===== config.mk =====
export PLATFORM = sky130hd
export DESIGN_NAME = http_get_request_validator
export DESIGN_NICKNAME = d
export VERILOG_FILES = /design/src/sv/hgv_pkg.sv /design/src/sv/hgv_core.sv /design/src/sv/http_get_request_validator.sv
export SDC_FILE = /design/constraint.sdc
export NUM_CORES = 1
export LEC_CHECK = 0
export ABC_AREA = 1
export BUFFER_PORTS_ARGS = -buffer_cell sky130_fd_sc_hd__buf_2
export CORE_ASPECT_RATIO = 0.8
export CORE_UTILIZATION = 53
export DETAILED_ROUTE_END_ITERATION = 10
export PLACE_DENSITY = 0.72
export SYNTH_ARGS = -nofsm -noshare
export SYNTH_HDL_FRONTEND = slang
export SYNTH_SLANG_ARGS = --single-unit

===== constraint.sdc =====
create_clock -name clk -period 3 [get_ports clk]
set_input_delay 0.15 -clock clk [delete_from_list [all_inputs] [get_ports clk]]
set_output_delay 0.15 -clock clk [all_outputs]
set_load 0.05 [all_outputs]

===== src/sv/hgv_pkg.sv =====
// Package: byte codes, outcome codes, parser state type and per-byte update functions.
`default_nettype none
package hgv_pkg;

  localparam logic [7:0] CH_CR    = 8'd13;
  localparam logic [7:0] CH_LF    = 8'd10;
  localparam logic [7:0] CH_SP    = 8'd32;
  localparam logic [7:0] CH_COLON = 8'd58;

  localparam logic [1:0] PH_REQ    = 2'd0;
  localparam logic [1:0] PH_HDR    = 2'd1;
  localparam logic [1:0] PH_IGNORE = 2'd2;

  localparam logic [2:0] OUT_OK       = 3'd0;
  localparam logic [2:0] OUT_BAD_LINE = 3'd1;
  localparam logic [2:0] OUT_NOT_GET  = 3'd2;
  localparam logic [2:0] OUT_NO_COLON = 3'd3;
  localparam logic [2:0] OUT_NO_HOST  = 3'd4;

  localparam logic [2:0] METHOD_LEN = 3'd3;
  localparam logic [2:0] METHOD_OVF = 3'd4;
  localparam logic [2:0] KEY_LEN    = 3'd4;
  localparam logic [2:0] KEY_OVF    = 3'd5;

  typedef struct packed {
    logic [1:0] phase;
    logic       pending_cr;
    logic       line_nonempty;
    logic [1:0] spaces_seen;
    logic [2:0] method_pos;
    logic       method_match;
    logic       colon_seen;
    logic [2:0] key_pos;
    logic       key_match;
    logic       host_seen;
    logic [2:0] first_error;
  } hgv_state_t;

  typedef struct packed {
    logic       accepted;
    logic [2:0] outcome;
  } hgv_result_t;

  localparam hgv_state_t ST_RESET = '{
    phase:         PH_REQ,
    pending_cr:    1'b0,
    line_nonempty: 1'b0,
    spaces_seen:   2'd0,
    method_pos:    3'd0,
    method_match:  1'b1,
    colon_seen:    1'b0,
    key_pos:       3'd0,
    key_match:     1'b1,
    host_seen:     1'b0,
    first_error:   OUT_OK
  };

  function automatic logic [7:0] method_char(input logic [1:0] pos);
    case (pos)
      2'd0:    method_char = 8'h47;
      2'd1:    method_char = 8'h45;
      default: method_char = 8'h54;
    endcase
  endfunction

  function automatic logic [7:0] key_char(input logic [1:0] pos);
    case (pos)
      2'd0:    key_char = 8'h48;
      2'd1:    key_char = 8'h4F;
      2'd2:    key_char = 8'h53;
      default: key_char = 8'h54;
    endcase
  endfunction

  function automatic hgv_state_t take_char(input hgv_state_t s, input logic [7:0] c);
    hgv_state_t t;
    t = s;
    if (s.phase == PH_REQ) begin
      t.line_nonempty = 1'b1;
      if (s.spaces_seen == 2'd0) begin
        if (c == CH_SP) begin
          t.spaces_seen = 2'd1;
        end else if (s.method_pos < METHOD_LEN) begin
          if (c != method_char(s.method_pos[1:0])) t.method_match = 1'b0;
          t.method_pos = s.method_pos + 3'd1;
        end else begin
          t.method_match = 1'b0;
          t.method_pos   = METHOD_OVF;
        end
      end else if (c == CH_SP && s.spaces_seen == 2'd1) begin
        t.spaces_seen = 2'd2;
      end
    end else if (s.phase == PH_HDR) begin
      t.line_nonempty = 1'b1;
      if (!s.colon_seen) begin
        if (c == CH_COLON) begin
          t.colon_seen = 1'b1;
          if (s.key_match && s.key_pos == KEY_LEN) t.host_seen = 1'b1;
        end else if (s.key_pos < KEY_LEN) begin
          if (c != key_char(s.key_pos[1:0])) t.key_match = 1'b0;
          t.key_pos = s.key_pos + 3'd1;
        end else begin
          t.key_match = 1'b0;
          t.key_pos   = KEY_OVF;
        end
      end
    end
    return t;
  endfunction

  function automatic hgv_state_t end_line(input hgv_state_t s);
    hgv_state_t t;
    t = s;
    if (s.phase == PH_REQ) begin
      if (!s.line_nonempty || s.spaces_seen < 2'd2) begin
        t.first_error = OUT_BAD_LINE;
      end else if (!(s.method_match && s.method_pos == METHOD_LEN)) begin
        t.first_error = OUT_NOT_GET;
      end else begin
        t.phase = PH_HDR;
      end
    end else if (s.phase == PH_HDR) begin
      if (!s.line_nonempty) t.phase = PH_IGNORE;
      else if (!s.colon_seen) t.first_error = OUT_NO_COLON;
    end
    t.line_nonempty = 1'b0;
    t.colon_seen    = 1'b0;
    t.key_pos       = 3'd0;
    t.key_match     = 1'b1;
    return t;
  endfunction

endpackage
`default_nettype wire


===== src/sv/hgv_core.sv =====
// Parser state register and one-word update logic producing the verdict on the last word.
`default_nettype none
module hgv_core (
  input  wire logic                 clk,
  input  wire logic                 rst_n,
  input  wire logic                 step,
  input  wire logic [7:0]           byte_in,
  input  wire logic                 last,
  output hgv_pkg::hgv_result_t      result
);
  import hgv_pkg::*;

  hgv_state_t st_r;
  hgv_state_t st_nxt;
  hgv_state_t s_word;
  hgv_state_t s;

  always_comb begin
    s_word = st_r;
    if (st_r.first_error == OUT_OK && st_r.phase != PH_IGNORE) begin
      if (byte_in == CH_CR) begin
        if (st_r.pending_cr) s_word = take_char(s_word, CH_CR);
        s_word.pending_cr = 1'b1;
      end else if (byte_in == CH_LF && st_r.pending_cr) begin
        s_word.pending_cr = 1'b0;
        s_word = end_line(s_word);
      end else begin
        if (st_r.pending_cr) begin
          s_word = take_char(s_word, CH_CR);
          s_word.pending_cr = 1'b0;
        end
        s_word = take_char(s_word, byte_in);
      end
    end
  end

  always_comb begin
    s = s_word;
    if (s.first_error == OUT_OK && s.phase != PH_IGNORE) begin
      if (s.pending_cr) begin
        s = take_char(s, CH_CR);
        s.pending_cr = 1'b0;
      end
      if (s.line_nonempty) s = end_line(s);
    end
    if (s.first_error == OUT_OK && !s.host_seen) s.first_error = OUT_NO_HOST;
    result.outcome  = s.first_error;
    result.accepted = (s.first_error == OUT_OK);
  end

  always_comb begin
    st_nxt = st_r;
    if (step) begin
      if (last) st_nxt = ST_RESET;
      else st_nxt = s_word;
    end
  end

  always_ff @(posedge clk) begin
    if (!rst_n) begin
      st_r <= ST_RESET;
    end else begin
      st_r <= st_nxt;
    end
  end

  property p_reset_after_last;
    @(posedge clk) disable iff (!rst_n) (step && last) |=> (st_r == ST_RESET);
  endproperty
  a_reset_after_last: assert property (p_reset_after_last)
    else $error("parser state not cleared after last word");

  property p_error_sticky;
    @(posedge clk) disable iff (!rst_n)
      (step && !last && st_r.first_error != OUT_OK) |=>
        (st_r.first_error == $past(st_r.first_error));
  endproperty
  a_error_sticky: assert property (p_error_sticky)
    else $error("first error changed within a request");

  property p_hold_idle;
    @(posedge clk) disable iff (!rst_n) !step |=> $stable(st_r);
  endproperty
  a_hold_idle: assert property (p_hold_idle)
    else $error("parser state changed without a word");

endmodule
`default_nettype wire


===== src/sv/http_get_request_validator.sv =====
// Top level: input word register, parser core and verdict output register.
// Path: the last byte is held in the input register until it can go on, and its verdict is then
// loaded into the result register (input register, then result register).
// Throughput: one byte per cycle; input stalls only while a last byte waits behind a
// verdict held in the full output register.
// Reset (rst_n low, synchronous) empties both registers and returns the parser to the request line.
`default_nettype none
module http_get_request_validator (
  input  wire logic       clk,
  input  wire logic       rst_n,
  input  wire logic       in_valid,
  output logic            in_stall,
  input  wire logic [7:0] in_byte_in,
  input  wire logic       in_last,
  output logic            out_valid,
  input  wire logic       out_stall,
  output logic            out_accepted,
  output logic [2:0]      out_outcome
);
  import hgv_pkg::*;

  logic        s1_valid_r;
  logic        s1_valid_nxt;
  logic [7:0]  s1_byte_r;
  logic        s1_last_r;
  logic        s1_go;
  logic        in_take;
  logic        out_valid_r;
  logic        out_valid_nxt;
  logic        res_load;
  hgv_result_t res;
  hgv_result_t res_r;

  assign s1_go    = s1_valid_r && (!s1_last_r || !out_valid_r || !out_stall);
  assign in_stall = s1_valid_r && !s1_go;
  assign in_take  = in_valid && !in_stall;
  assign res_load = s1_go && s1_last_r;

  always_comb begin
    s1_valid_nxt = s1_valid_r;
    if (in_take) s1_valid_nxt = 1'b1;
    else if (s1_go) s1_valid_nxt = 1'b0;
  end

  always_comb begin
    out_valid_nxt = out_valid_r;
    if (res_load) out_valid_nxt = 1'b1;
    else if (!out_stall) out_valid_nxt = 1'b0;
  end

  always_ff @(posedge clk) begin
    if (!rst_n) begin
      s1_valid_r  <= 1'b0;
      out_valid_r <= 1'b0;
    end else begin
      s1_valid_r  <= s1_valid_nxt;
      out_valid_r <= out_valid_nxt;
    end
  end

  always_ff @(posedge clk) begin
    if (in_take) begin
      s1_byte_r <= in_byte_in;
      s1_last_r <= in_last;
    end
    if (res_load) res_r <= res;
  end

  hgv_core u_core (
    .clk     (clk),
    .rst_n   (rst_n),
    .step    (s1_go),
    .byte_in (s1_byte_r),
    .last    (s1_last_r),
    .result  (res)
  );

  assign out_valid    = out_valid_r;
  assign out_accepted = res_r.accepted;
  assign out_outcome  = res_r.outcome;

  property p_verdict_source;
    @(posedge clk) disable iff (!rst_n) $rose(out_valid_r) |-> $past(res_load);
  endproperty
  a_verdict_source: assert property (p_verdict_source)
    else $error("verdict raised without a last word");

  property p_accept_code;
    @(posedge clk) disable iff (!rst_n) out_valid_r |-> (out_accepted == (out_outcome == OUT_OK));
  endproperty
  a_accept_code: assert property (p_accept_code)
    else $error("accepted flag disagrees with outcome");

  property p_no_overwrite;
    @(posedge clk) disable iff (!rst_n) (out_valid_r && out_stall) |-> !res_load;
  endproperty
  a_no_overwrite: assert property (p_no_overwrite)
    else $error("held verdict overwritten");

endmodule
`default_nettype wire


==> summary.md <==
| Metric | Value |
|---|---|
| DP Cell Count | `421` |
| First-pass GRT wire length | `9690 um` |
| CTS root buf | `clkbuf_8` |
| DRC viols | `0` |
| Worst slew margin | `0.437` |
| Unique cell type count in the Yosys netlist | `38` |
| Post-synth EDFFs | `13` |
| Main synth FF type | `dfxtp_1` |
| #FFs+latches synth | `34` |
| Area growth, synth to finish | `12.4%` |
| Clock-pin slew on the worst setup and hold paths | `0.08 ns` |
| Worst Hold Class | `in -> reg` |
| Synthesized area | `0.00242 mm^2` |
| Clock Power Share | `0.430` |
| Most used cell, CP | `nand2_1` |
| Setup-failing EPs final | `0` |
| Crit. End Element | `register` |
| ANT cells | `0` |
| Tmin final | `2.81 ns` |
| Hold slack | `0.0237 ns` |
| Sequential cell area fraction in the yosys report | `0.335` |
| Antenna violations before repair | `0` |
| Clk sink count | `34` |
| Via count | `2332` |
| Critical Path Start Type | `register` |
| Setup Skew | `0.00504 ns` |
| Core area | `0.00428 mm^2` |
| Vias in the first global route | `2028` |
| Data required time of the worst path | `3.24 ns` |
| Largest net degree at the start of global routing | `19` |
| Crit share post-route | `0.937` |
| Layout cells sized above 1 | `0.181` |
| Max cap viols | `0` |
| Worst-Skew Late Latency | `0.30 ns` |
| DIE AREA | `0.00484 mm^2` |
| DIE HEIGHT | `62.4 um` |
| PwrDens | `370 mW/mm^2` |
| Initial Util | `0.565` |
| Synth Instances | `348` |
| Critical Path Fanout Max | `5` |
| Ports | `19` |
| Global placer's final weighted congestion | `0.923` |
| Status | `finished clean` |
| Logic pwr share | `0.069` |
| Total track usage | `0.257` |
| Syn_nets | `371` |
| PortBufs | `18` |
| Chip width | `77.5 um` |
| Post-Layout Cell Count | `432` |
| Leak | `0.00128 uW` |
| Max Transition Viols Final | `0` |
| Critical path cell sequence | `inv_2 > nor3_4 > nand2_2 > inv_2 > nand2_1 > o22ai_4 > inv_1 > ha_1 > nor2_1 > xor2_1 > nand3_1 > nor4_2 > nand3_1 > a21oi_1 > nand2_1 > nand3_1 > nand2_1 > nand2_1` |
| Synthesis Warnings | `0` |
| Post-DR wirelength/cell | `13.6 um` |
| First-iteration detailed-routing DRC count | `207` |
| Cell taking the most area after synthesis | `dfxtp_1` |
| Clock buffer depth | `2` |
| Slew @ Worst Pin | `0.841 ns` |
| Area contributors post-synth | `dfxtp_1 (17%), edfxtp_1 (16%), nand2_1 (15%)` |
| CTS tree | `yes` |
| Total Wirelength | `5860 um` |
| Clock buffer count from CTS | `5` |
| Cell Int Power | `758 uW` |
| Share of Yosys cell area claimed by the top area cell type | `0.174` |
| Fin nets | `397` |
| Peak VDD IR | `0.000250 V` |
| Final TNS setup | `0 ns` |
| Grt ovf | `0` |
| Cell Rows | `21` |
| Syn Area/Cell | `6.95 um^2` |
| Crit path DAT | `3.05 ns` |
| Switch share | `0.245` |
| Setup Crit Path Kind | `reg -> reg` |
| HPWL after DPL | `4300 um` |
| Fmax | `356 MHz` |
| Remaining antenna violation count | `0` |
| Sequential share of power | `0.501` |
| TritonRoute pass-1 iters | `5` |
| Worst path max stage delay | `0.38 ns` |
| Vias per std cell | `5.40` |
| Final Hold Viols | `0` |
| Share of synthesized registers carrying an async set or reset | `0` |
| CP max-delay cell | `dfxtp_2` |
| Sw Pwr | `246 uW` |
| H-tree levels | `2` |
[power by group through the flow]
stage | Combinational, uW | Sequential (uW) | Clock, uW
2_1_floorplan | 42.0 | 515 | 0
3_3_place_gp | 67.5 | 513 | 0
3_5_place_dp | 68.2 | 514 | 0
5_1_grt | 78.4 | 505 | 453
4_1_cts | 68.7 | 503 | 437
6_report | 69.4 | 503 | 431
[metal layers]
metal | vias up | track usage | routed length [um]
li1 | 1175 | - | -
met1 | 1068 | 0.363 | 2850
met2 | 82 | 0.399 | 2560
met5 | - | 0 | 0
met3 | 7 | 0.0467 | 368
met4 | 0 | 0.0778 | 76
[cell families after synthesis]
group | Yosys count | synth area share
AND/OR/NAND/NOR | 200 | 0.401
buffers and inverters | 58 | 0.0967
AO/OA/AOI/OAI | 43 | 0.104
flip-flops | 34 | 0.335
adder cells (fa/ha/maj) | 10 | 0.0517
XOR/XNOR | 3 | 0.0109
[cell usage in the layout (no fill, tap or decap), types with 5 or more instances in the layout]
master    count
nand4_1       7
buf_4         5
dfxtp_1      20
edfxtp_1     13
nand2_1      95
nor2_1       37
o21ai_0       8
nand2_2       9
buf_2        18
ha_1         10
inv_1        48
a21oi_1      23
nand3_1      31
clkbuf_8      5
[worst max-delay path, delay by kind of cell (launching register included)]
kind | cells | cell delay (ns)
AOI/OAI and AO/OA | 2 | 0.30
xor gates and xnor gates | 1 | 0.15
adders and majority gates | 1 | 0.22
buffers and inverters | 3 | 0.31
DFF | 1 | 0.38
and+or+nand+nor | 11 | 1.40
[metrics by stage]
| step | instance area [um^2] | total power (uW) | setup slack [ns] | util |
|---|---|---|---|---|
| 6_report | 2720 | 1000 | 0.190 | 0.635 |
| 3_3_place_gp | 2570 | 581 | 0.194 | 0.600 |
| 5_1_grt | 2720 | 1040 | -0.0575 | 0.635 |
| 2_1_floorplan | 2420 | 557 | 0.602 | - |
| 3_5_place_dp | 2570 | 582 | 0.160 | 0.600 |
| 4_1_cts | 2680 | 1010 | 0.0874 | 0.625 |
[path summary, 6_finish.rpt]
path	start	endpoint	slack, ns	cells past startpoint
hold reg to reg	u_core.st_r[1]	u_core.st_r[1]	0.47	2
setup reg to reg	u_core.st_r[17]	u_core.st_r[4]	0.19	18
setup / recovery	u_core.st_r[17]	u_core.st_r[4]	0.19	18
hold / removal	in_byte_in[7]	s1_byte_r[7]	0.02	1
[timing repair]
item / 4_1_cts / 5_1_grt
gates resized for setup: 0 / 6
endpoints found under the setup margin: 0 / 1
hold buffers: 0 / 0
setup buffers: 0 / 3
[layout make-up]
class                      count  area, um^2
fill                         396        1570
multi-input combinational    256        1390
sequential                    34         812
inverter                      54         208
timing repair buffer          23         128
tap                           57        71.3
clock buffer                   5        68.8
clock inverter                 3        40.0
[registers in the layout, indices dropped and copies added (netlist names)]
| signal | cells |
|---|---|
| u_core.st_r | 19 |
| s1_byte_r | 8 |
| out_valid | 1 |
| s1_valid_r | 1 |
| out_outcome | 3 |
| s1_last_r | 1 |
| out_accepted | 1 |
[cells in the mapped netlist, drive strengths merged, types with 2 or more instances]
cell,n
edfxtp,13
ha,10
o21ai,11
o211ai,2
a21oi,24
nor3,5
xor2,3
inv,54
nand4,9
nor2,43
nand3,34
a211oi,2
nand2,107
dfxtp,21
clkbuf,3
Note: power is estimated with default switching activity, not from simulation.
